## src/ptst_pkg.sv

```systemverilog
`default_nettype none

package ptst_pkg;

    // fixed field widths of the stream items
    localparam int IN_WIDTH        = 18;
    localparam int OUT_WIDTH       = 18;
    localparam int GAIN_WIDTH      = 8;
    localparam int STEP_WIDTH      = 16;
    localparam int CFG_INDEX_WIDTH = 2;
    localparam int CFG_DATA_WIDTH  = 16;

    // worst-case width of measured angle plus or minus gain times offset
    localparam int TARGET_WIDTH    = 28;

    // configuration register indexes
    typedef enum logic [CFG_INDEX_WIDTH-1:0] {
        CFG_TRACK_GAIN    = 2'd0,
        CFG_TRACK_STEP    = 2'd1,
        CFG_RECOVERY_STEP = 2'd2
    } cfg_index_t;

    // live configuration seen by both lanes
    typedef struct packed {
        logic [GAIN_WIDTH-1:0] gain;
        logic [STEP_WIDTH-1:0] track_step;
        logic [STEP_WIDTH-1:0] recovery_step;
    } cfg_t;

    // pipeline control shared by the lanes and the merge stage
    typedef struct packed {
        logic load;
        logic advance;
        logic seen_in;
        logic seen_s1;
    } lane_ctrl_t;

    // what one lane hands to the merge stage
    typedef struct packed {
        logic signed [OUT_WIDTH-1:0] cmd;
        logic                        zero;
    } lane_res_t;

endpackage

`default_nettype wire

```

## src/ptst_lane.sv

```systemverilog
`default_nettype none

module ptst_lane #(
    parameter int ANGLE_WIDTH   = 20,
    parameter int FRACTION_BITS = 8
) (
    input  wire logic                                 aclk,
    input  wire logic                                 aresetn,
    input  wire ptst_pkg::lane_ctrl_t                 ctrl,
    input  wire ptst_pkg::cfg_t                       cfg,
    input  wire logic                                 subtract,
    input  wire logic signed [ptst_pkg::IN_WIDTH-1:0] angle_now,
    input  wire logic signed [ptst_pkg::IN_WIDTH-1:0] offset,
    output ptst_pkg::lane_res_t                       res
);

    localparam int TW = ptst_pkg::TARGET_WIDTH;
    localparam int IW = ptst_pkg::IN_WIDTH;
    localparam int OW = ptst_pkg::OUT_WIDTH;
    localparam int PW = ptst_pkg::GAIN_WIDTH + 1 + IW;
    localparam int HW = IW + 1;
    localparam int W  = ((TW > ANGLE_WIDTH) ? TW : ANGLE_WIDTH) + 2;

    logic signed [PW-1:0]          prod;
    logic signed [PW-1:0]          adj;
    logic signed [TW-1:0]          now_ext;
    logic signed [TW-1:0]          adj_ext;
    logic signed [TW-1:0]          target;
    logic signed [HW-1:0]          cur_h;
    logic signed [HW-1:0]          mag_h;
    logic signed [HW-1:0]          step_h;
    logic signed [HW-1:0]          home_h;
    logic signed [TW-1:0]          tgt_next;
    logic signed [TW-1:0]          tgt_reg;
    logic signed [ANGLE_WIDTH-1:0] last_reg;
    logic signed [ANGLE_WIDTH-1:0] last_next;
    logic signed [W-1:0]           last_w;
    logic signed [W-1:0]           tgt_w;
    logic signed [W-1:0]           diff;
    logic signed [W-1:0]           lim;
    logic signed [W-1:0]           neg_lim;
    logic signed [W-1:0]           dclamp;
    logic signed [W-1:0]           sum;
    logic                          fits_angle;
    logic signed [ANGLE_WIDTH-1:0] slew_val;
    logic signed [W-1:0]           chosen_w;
    logic                          fits_out;

    // tracking target: measured angle adjusted by gain times offset, floor shift
    assign prod    = $signed({1'b0, cfg.gain}) * offset;
    assign adj     = prod >>> FRACTION_BITS;
    assign now_ext = TW'(angle_now);
    assign adj_ext = TW'(adj);
    assign target  = subtract ? (now_ext - adj_ext) : (now_ext + adj_ext);

    // lost target: step the measured angle toward zero, snap inside one step
    assign cur_h  = HW'(angle_now);
    assign mag_h  = angle_now[IW-1] ? -cur_h : cur_h;
    assign step_h = $signed({{(HW - ptst_pkg::STEP_WIDTH){1'b0}}, cfg.recovery_step});
    always_comb begin
        if (mag_h > step_h) begin
            home_h = angle_now[IW-1] ? (cur_h + step_h) : (cur_h - step_h);
        end else begin
            home_h = '0;
        end
    end

    assign tgt_next = ctrl.seen_in ? target : TW'(home_h);

    // first stage register, no reset needed
    always_ff @(posedge aclk) begin
        if (ctrl.load) begin
            tgt_reg <= tgt_next;
        end
    end

    // slew limit against the stored command
    assign last_w  = W'(last_reg);
    assign tgt_w   = W'(tgt_reg);
    assign diff    = tgt_w - last_w;
    assign lim     = W'({1'b0, cfg.track_step});
    assign neg_lim = -lim;
    always_comb begin
        if (diff > lim) begin
            dclamp = lim;
        end else if (diff < neg_lim) begin
            dclamp = neg_lim;
        end else begin
            dclamp = diff;
        end
    end
    assign sum = last_w + dclamp;

    // saturate to the stored command width
    assign fits_angle = (sum[W-1:ANGLE_WIDTH-1] == {(W - ANGLE_WIDTH + 1){sum[W-1]}});
    assign slew_val   = fits_angle ? sum[ANGLE_WIDTH-1:0]
                                   : {sum[W-1], {(ANGLE_WIDTH - 1){~sum[W-1]}}};

    // stored command moves only on a tracking tick leaving the first stage
    assign last_next = (ctrl.advance && ctrl.seen_s1) ? slew_val : last_reg;

    always_ff @(posedge aclk) begin
        if (!aresetn) begin
            last_reg <= '0;
        end else begin
            last_reg <= last_next;
        end
    end

    // saturate the chosen command to the output width
    assign chosen_w = ctrl.seen_s1 ? W'(slew_val) : tgt_w;
    assign fits_out = (chosen_w[W-1:OW-1] == {(W - OW + 1){chosen_w[W-1]}});
    assign res.cmd  = fits_out ? chosen_w[OW-1:0]
                               : {chosen_w[W-1], {(OW - 1){~chosen_w[W-1]}}};
    assign res.zero = (tgt_reg == '0);

endmodule

`default_nettype wire

```

## src/ptst_merge.sv

```systemverilog
`default_nettype none

module ptst_merge (
    input  wire logic                 aclk,
    input  wire logic                 aresetn,
    input  wire ptst_pkg::lane_ctrl_t ctrl,
    input  wire ptst_pkg::lane_res_t  yaw_res,
    input  wire ptst_pkg::lane_res_t  pitch_res,
    input  wire logic                 m_tready,
    output logic                      m_tvalid,
    output logic [39:0]               m_tdata,
    output logic                      m_tuser
);

    localparam int OW = ptst_pkg::OUT_WIDTH;

    logic                 valid_reg;
    logic                 valid_next;
    logic signed [OW-1:0] yaw_reg;
    logic signed [OW-1:0] pitch_reg;
    logic                 rec_reg;
    logic                 rec_next;
    logic                 pos_reg;

    // recovering is set on a recovery result unless both axes land on zero
    assign rec_next = !ctrl.seen_s1 && !(yaw_res.zero && pitch_res.zero);

    always_comb begin
        if (ctrl.advance) begin
            valid_next = 1'b1;
        end else if (m_tready) begin
            valid_next = 1'b0;
        end else begin
            valid_next = valid_reg;
        end
    end

    // output valid
    always_ff @(posedge aclk) begin
        if (!aresetn) begin
            valid_reg <= 1'b0;
        end else begin
            valid_reg <= valid_next;
        end
    end

    // output payload
    always_ff @(posedge aclk) begin
        if (ctrl.advance) begin
            yaw_reg   <= yaw_res.cmd;
            pitch_reg <= pitch_res.cmd;
            rec_reg   <= rec_next;
            pos_reg   <= ctrl.seen_s1;
        end
    end

    assign m_tvalid = valid_reg;
    assign m_tdata  = {3'b000, rec_reg, pitch_reg, yaw_reg};
    assign m_tuser  = pos_reg;

endmodule

`default_nettype wire

```

## src/pan_tilt_slew_tracker.sv

```systemverilog
// an accepted request passes through the first stage register and then the output register
// throughput: one request per cycle unless stalled; the loop is the slew clamp against the stored command
// each axis runs in its own lane, the merge stage forms the recovering flag
// reset (aresetn low, synchronous): pipeline empties and stored commands clear,
// configuration returns to gain 154, track step 51, recovery step 256
`default_nettype none

module pan_tilt_slew_tracker #(
    parameter int ANGLE_WIDTH   = 20,
    parameter int FRACTION_BITS = 8
) (
    input  wire logic                                  aclk,
    input  wire logic                                  aresetn,
    // input stream
    input  wire logic                                  s_tvalid,
    output logic                                       s_tready,
    input  wire logic [71:0]                           s_tdata,  // yaw_now, pitch_now, offset_x, offset_y
    input  wire logic                                  s_tuser,  // target_seen
    // result stream
    output logic                                       m_tvalid,
    input  wire logic                                  m_tready,
    output logic [39:0]                                m_tdata,  // yaw_cmd, pitch_cmd, recovering, zero pad
    output logic                                       m_tuser,  // position_mode
    // configuration writes
    input  wire logic                                  cfg_valid,
    output logic                                       cfg_ready,
    input  wire logic [ptst_pkg::CFG_INDEX_WIDTH-1:0]  cfg_index,
    input  wire logic [ptst_pkg::CFG_DATA_WIDTH-1:0]   cfg_data
);

    localparam int IW = ptst_pkg::IN_WIDTH;

    ptst_pkg::cfg_t       cfg_reg;
    ptst_pkg::cfg_t       cfg_next;
    ptst_pkg::lane_ctrl_t ctrl;
    ptst_pkg::lane_res_t  yaw_res;
    ptst_pkg::lane_res_t  pitch_res;
    logic                 s1_valid_reg;
    logic                 s1_valid_next;
    logic                 seen_reg;
    logic                 accept;
    logic                 advance;

    // configuration registers
    assign cfg_ready = 1'b1;

    always_comb begin
        cfg_next = cfg_reg;
        if (cfg_valid) begin
            unique case (ptst_pkg::cfg_index_t'(cfg_index))
                ptst_pkg::CFG_TRACK_GAIN:    cfg_next.gain          = cfg_data[7:0];
                ptst_pkg::CFG_TRACK_STEP:    cfg_next.track_step    = cfg_data;
                ptst_pkg::CFG_RECOVERY_STEP: cfg_next.recovery_step = cfg_data;
                default:                     cfg_next = cfg_reg;
            endcase
        end
    end

    always_ff @(posedge aclk) begin
        if (!aresetn) begin
            cfg_reg.gain          <= 8'd154;
            cfg_reg.track_step    <= 16'd51;
            cfg_reg.recovery_step <= 16'd256;
        end else begin
            cfg_reg <= cfg_next;
        end
    end

    // stage handshake: first stage drains into the output register
    assign advance  = s1_valid_reg && (!m_tvalid || m_tready);
    assign s_tready = !s1_valid_reg || advance;
    assign accept   = s_tvalid && s_tready;

    always_comb begin
        if (accept) begin
            s1_valid_next = 1'b1;
        end else if (advance) begin
            s1_valid_next = 1'b0;
        end else begin
            s1_valid_next = s1_valid_reg;
        end
    end

    always_ff @(posedge aclk) begin
        if (!aresetn) begin
            s1_valid_reg <= 1'b0;
        end else begin
            s1_valid_reg <= s1_valid_next;
        end
    end

    always_ff @(posedge aclk) begin
        if (accept) begin
            seen_reg <= s_tuser;
        end
    end

    assign ctrl.load    = accept;
    assign ctrl.advance = advance;
    assign ctrl.seen_in = s_tuser;
    assign ctrl.seen_s1 = seen_reg;

    // pan lane: aims at measured minus gain times offset
    ptst_lane #(
        .ANGLE_WIDTH   (ANGLE_WIDTH),
        .FRACTION_BITS (FRACTION_BITS)
    ) u_yaw_lane (
        .aclk      (aclk),
        .aresetn   (aresetn),
        .ctrl      (ctrl),
        .cfg       (cfg_reg),
        .subtract  (1'b1),
        .angle_now ($signed(s_tdata[IW-1:0])),
        .offset    ($signed(s_tdata[3*IW-1:2*IW])),
        .res       (yaw_res)
    );

    // tilt lane: aims at measured plus gain times offset
    ptst_lane #(
        .ANGLE_WIDTH   (ANGLE_WIDTH),
        .FRACTION_BITS (FRACTION_BITS)
    ) u_pitch_lane (
        .aclk      (aclk),
        .aresetn   (aresetn),
        .ctrl      (ctrl),
        .cfg       (cfg_reg),
        .subtract  (1'b0),
        .angle_now ($signed(s_tdata[2*IW-1:IW])),
        .offset    ($signed(s_tdata[4*IW-1:3*IW])),
        .res       (pitch_res)
    );

    // merge stage and output register
    ptst_merge u_merge (
        .aclk      (aclk),
        .aresetn   (aresetn),
        .ctrl      (ctrl),
        .yaw_res   (yaw_res),
        .pitch_res (pitch_res),
        .m_tready  (m_tready),
        .m_tvalid  (m_tvalid),
        .m_tdata   (m_tdata),
        .m_tuser   (m_tuser)
    );

    // a tracking result never reports recovery
    assert property (@(posedge aclk) disable iff (!aresetn)
        m_tvalid && m_tuser |-> !m_tdata[36])
        else $error("recovering set on a tracking result");

    // recovery only while some axis is still away from zero
    assert property (@(posedge aclk) disable iff (!aresetn)
        m_tvalid && m_tdata[36] |-> (m_tdata[17:0] != 18'd0 || m_tdata[35:18] != 18'd0))
        else $error("recovering set with both axes at zero");

    // a request held in the first stage is not dropped while the output stalls
    assert property (@(posedge aclk) disable iff (!aresetn)
        s1_valid_reg && m_tvalid && !m_tready |=> s1_valid_reg)
        else $error("first stage request lost under stall");

    // a request leaving the first stage shows up at the output
    assert property (@(posedge aclk) disable iff (!aresetn)
        advance |=> m_tvalid)
        else $error("advanced request missing at output");

endmodule

`default_nettype wire
```

## config.mk

```make
export PLATFORM = sky130hd
export DESIGN_NAME = pan_tilt_slew_tracker
export DESIGN_NICKNAME = d
export VERILOG_FILES = /design/src/ptst_pkg.sv /design/src/ptst_lane.sv /design/src/ptst_merge.sv /design/src/pan_tilt_slew_tracker.sv
export SDC_FILE = /design/constraint.sdc
export NUM_CORES = 2
export LEC_CHECK = 0
export BUFFER_PORTS_ARGS = -buffer_cell sky130_fd_sc_hd__buf_2
export CORE_UTILIZATION = 45
export DETAILED_ROUTE_END_ITERATION = 8
export PLACE_DENSITY = 0.67
export REMOVE_ABC_BUFFERS = 1
export SLEW_MARGIN = 20
export SYNTH_ARGS = -nofsm -noshare
export SYNTH_HDL_FRONTEND = slang
export SYNTH_SLANG_ARGS = --single-unit
export TNS_END_PERCENT = 100
```

## constraint.sdc

```tcl
create_clock -name aclk -period 8.8 [get_ports aclk]
set_input_delay 0.88 -clock aclk [delete_from_list [all_inputs] [get_ports aclk]]
set_output_delay 0.88 -clock aclk [all_outputs]
set_load 0.01 [all_outputs]
```

==> results.yml <==
sta:
  fin_tns_setup_ns: 0
  final_hold_viol_count: 0
  final-max-slew-violation-count: 0
  setup_violations: 0
  relSlewSlack_pct: 36.63
  worst_pin_slew_ns: 0.9505
  fin_skew_ns: 0.01340
  rsz0062_at_grt: "yes"
  fmax_mhz: 117.5
  post-route-min-period_ns: 8.511
  post-route-period-util_pct: 96.72
floorplan:
  fp-row-count: 93
  die_h_um: 259.2
  coreArea_sq_um: 64930
  start_util_pct: 45.85
  ioPinCount: 140
  die-area_sq_um: 67180
  fp.dieW_um: 259.2
power_and_ir_drop:
  powerDensity_nw_per_um2: 444.0
  peakVddDrop_mv: 0.2564
  p_leak_nw: 15.79
yosys:
  synth_xor_xnor_area_share_pct: 7.297
  yosysSeqAreaShare_pct: 13.48
  synth_top_family_by_area: "adder cells"
  synthesis.area_sq_um: 29770
  synth_mux_area_share_pct: 1.526
  synth.avg_cell_area_sq_um: 8.058
  synthMostInstantiatedCell: "inv_1"
  synth_simple_gate_area_share_pct: 18.30
  async_flop_share_pct: 0
  synth_top_area_share_pct: 16.86
  synth_cell_types: 94
  synth_flop_cell: "dfxtp_1"
  ys_ff_latch: 161
  yosys-top-cells-area: "ha_1 (17%), fa_1 (16%), edfxtp_1 (8.0%)"
  synth.top_cells.by_count: "inv_1 (472), ha_1 (401), nand2_1 (391), a21oi_1 (272), fa_1 (234)"
  yosys_warnings: 0
  yosys.area_share.adder_pct: 32.63
  synth_largest_area_cell: "ha_1"
  synth_enable_flop_cells: 79
  synth_cells: 3694
  synth_compound_area_share_pct: 18.93
final_layout:
  syn_to_final_growth_pct: 13.49
  largest_reg_flops: 40
  nFillCells: 6358
  multi_input_area_sq_um: 24090
  nets: 4645
  final_core_util_pct: 52.03
  regArea_sq_um: 4015
  drive_gt1_share_pct: 12.76
global_routing:
  use_met2_pct: 42.68
  overflow: 0
  antenna_found_initial: 16
  grt_max_degree: 57
  grt_pass1_vias: 25790
  track_usage_pct: 24.74
  grt_pass1_wl_um: 132800
  grt_use_met1_pct: 32.07
  grt_use_met3_pct: 3.945
  grt-busiest-layer: "met2"
worst_setup_path:
  path_class: "flop to flop"
  path_max_fanout: 8
  r2r-start: "u_pitch_lane.tgt_reg[4]"
  worstSetupStartpoint: "u_pitch_lane.tgt_reg[4]"
  worstPathRequired_ns: 9.00
  start_kind: "flop"
  path_buf_inv: 3
  cp-end-kind: "flop"
  critPathSlowestCell: "or4b_4"
  cp_data_arrival_time_ns: 8.71
  max_stage_delay_ns: 0.50
  cp_top_family: "compound AO/OA/AOI/OAI gates"
  critPathMostFrequentCell: "a21o_1"
status:
  status: "complete, no violations"
hold_path:
  hp-start: "cfg_reg[11]"
  hold_path_class: "flop to flop"
clocking:
  clk_pin_slew_ns: 0.07
  cts_buffer_depth: 2
  insertion_delay_ns: 0.48
  cts_sinks: 161
  cts_root_buf: "clkbuf_16"
  cts_made_buffers: 17
  htree_levels: 4
  cts_hold_buf: 0
  cts_tree: "done"
route:
  drt-total-wl_um: 83730
  wire_per_inst_um: 17.47
  routed_via_density: 5.518
  routed-via-count: 26450
  drt-pass1-iter-count: 6
  ant_nets: 0
  remaining_drc_errors: 0
  drt-initial-drc-count: 1691
placed_design:
  portBuffers: 135
  place_hpwl_um: 68640
  place.gp.congestion: 0.9321
flow_run:
  drv_cap: 0
==> worst min-delay path, stage by stage (launching register included) <==
cell and delay, ns:
dfxtp_1 0.32, nand2_1 0.05, a21oi_1 0.05
==> power breakdown <==
group / internal, mW / leakage [nW] / switching [mW]
Sequential: 1.17 / 1.43 / 0.217
Clock: 0.372 / 0.265 / 0.346
Combinational: 5.66 / 14.1 / 7.24
==> cells by family after synthesis <==
family | count (synthesis)
other cells | 2
fa+ha+maj | 636
simple gates | 1121
buf+inv | 603
flops | 161
compound gates | 879
xor+xnor | 248
mux | 44
==> area by class of cell <==
class                   count  share of cell area, %
multi-input cells        2932                  71.30
repair buffers            327                  6.678
well taps                 855                  3.167
clock inverters            13                 0.3000
inverters                 475                  5.281
flip-flops and latches    161                  11.88
diodes                     11                0.08148
clock buffers              19                  1.311
==> path summary, 6_finish.rpt <==
path | endpoint | slack (ns) | cells past startpoint
worst max register to register | u_merge.pitch_reg[4] | 0.29 | 40
worst min register to register | cfg_reg[11] | 0.47 | 2
worst max-delay path | u_merge.pitch_reg[4] | 0.29 | 40
worst min-delay path | cfg_reg[11] | 0.47 | 2
==> layer usage <==
metal  up-vias  part of all wire (%)
met5         -                 0.079
li1      13120                     -
met3       111                   5.3
met4        14                   1.9
met2       601                    49
met1     12600                    44
==> per-stage QoR <==
stage               worst slack (ns)  area [sq um]  power (mW)  instances  hold WS [ns]
floorplan                    -0.3764         29230       10.06       3568        0.4363
global placement             -0.2835         32330       13.36       4729        0.4428
detailed placement           -0.3914         32330       13.49       4729        0.4536
CTS                         0.003263         32940       14.32       4761        0.4635
global route                 -0.1384         33780       16.54       4790        0.4974
finish                        0.2889         33780       15.00       4793        0.4690
==> cells in the final DEF, fill, tap and decap left out, types with 13 or more instances in the layout <==
cell	Yosys	final
a21oi_2	0	13
o22ai_1	33	32
nand3_1	54	52
ha_1	401	393
o21a_1	59	59
inv_1	472	471
o211ai_1	40	40
and2_1	182	178
fa_1	234	230
nor2_1	224	221
nor2b_1	31	30
o311a_1	16	16
o21bai_1	30	30
edfxtp_1	79	79
clkbuf_16	0	19
dfxtp_1	82	81
and3_1	15	15
a21oi_1	272	259
nor3_1	52	51
nor4_1	22	20
a211oi_1	31	20
o21ai_0	163	147
a21o_1	72	72
nand4_1	34	34
o31ai_1	19	15
xnor2_1	188	185
buf_2	6	137
or3_1	30	27
xor2_1	60	59
mux2i_1	36	36
buf_4	6	175
a31oi_1	31	23
nand2b_1	28	28
nand2_1	391	387
==> timing repair <==
action	CTS	global route
endpoints found under the setup margin	52	71
buffers inserted	0	17
gates resized for setup	15	129
gates cloned	0	4
pin swaps	1	56
(Power assumes the default switching activity.)
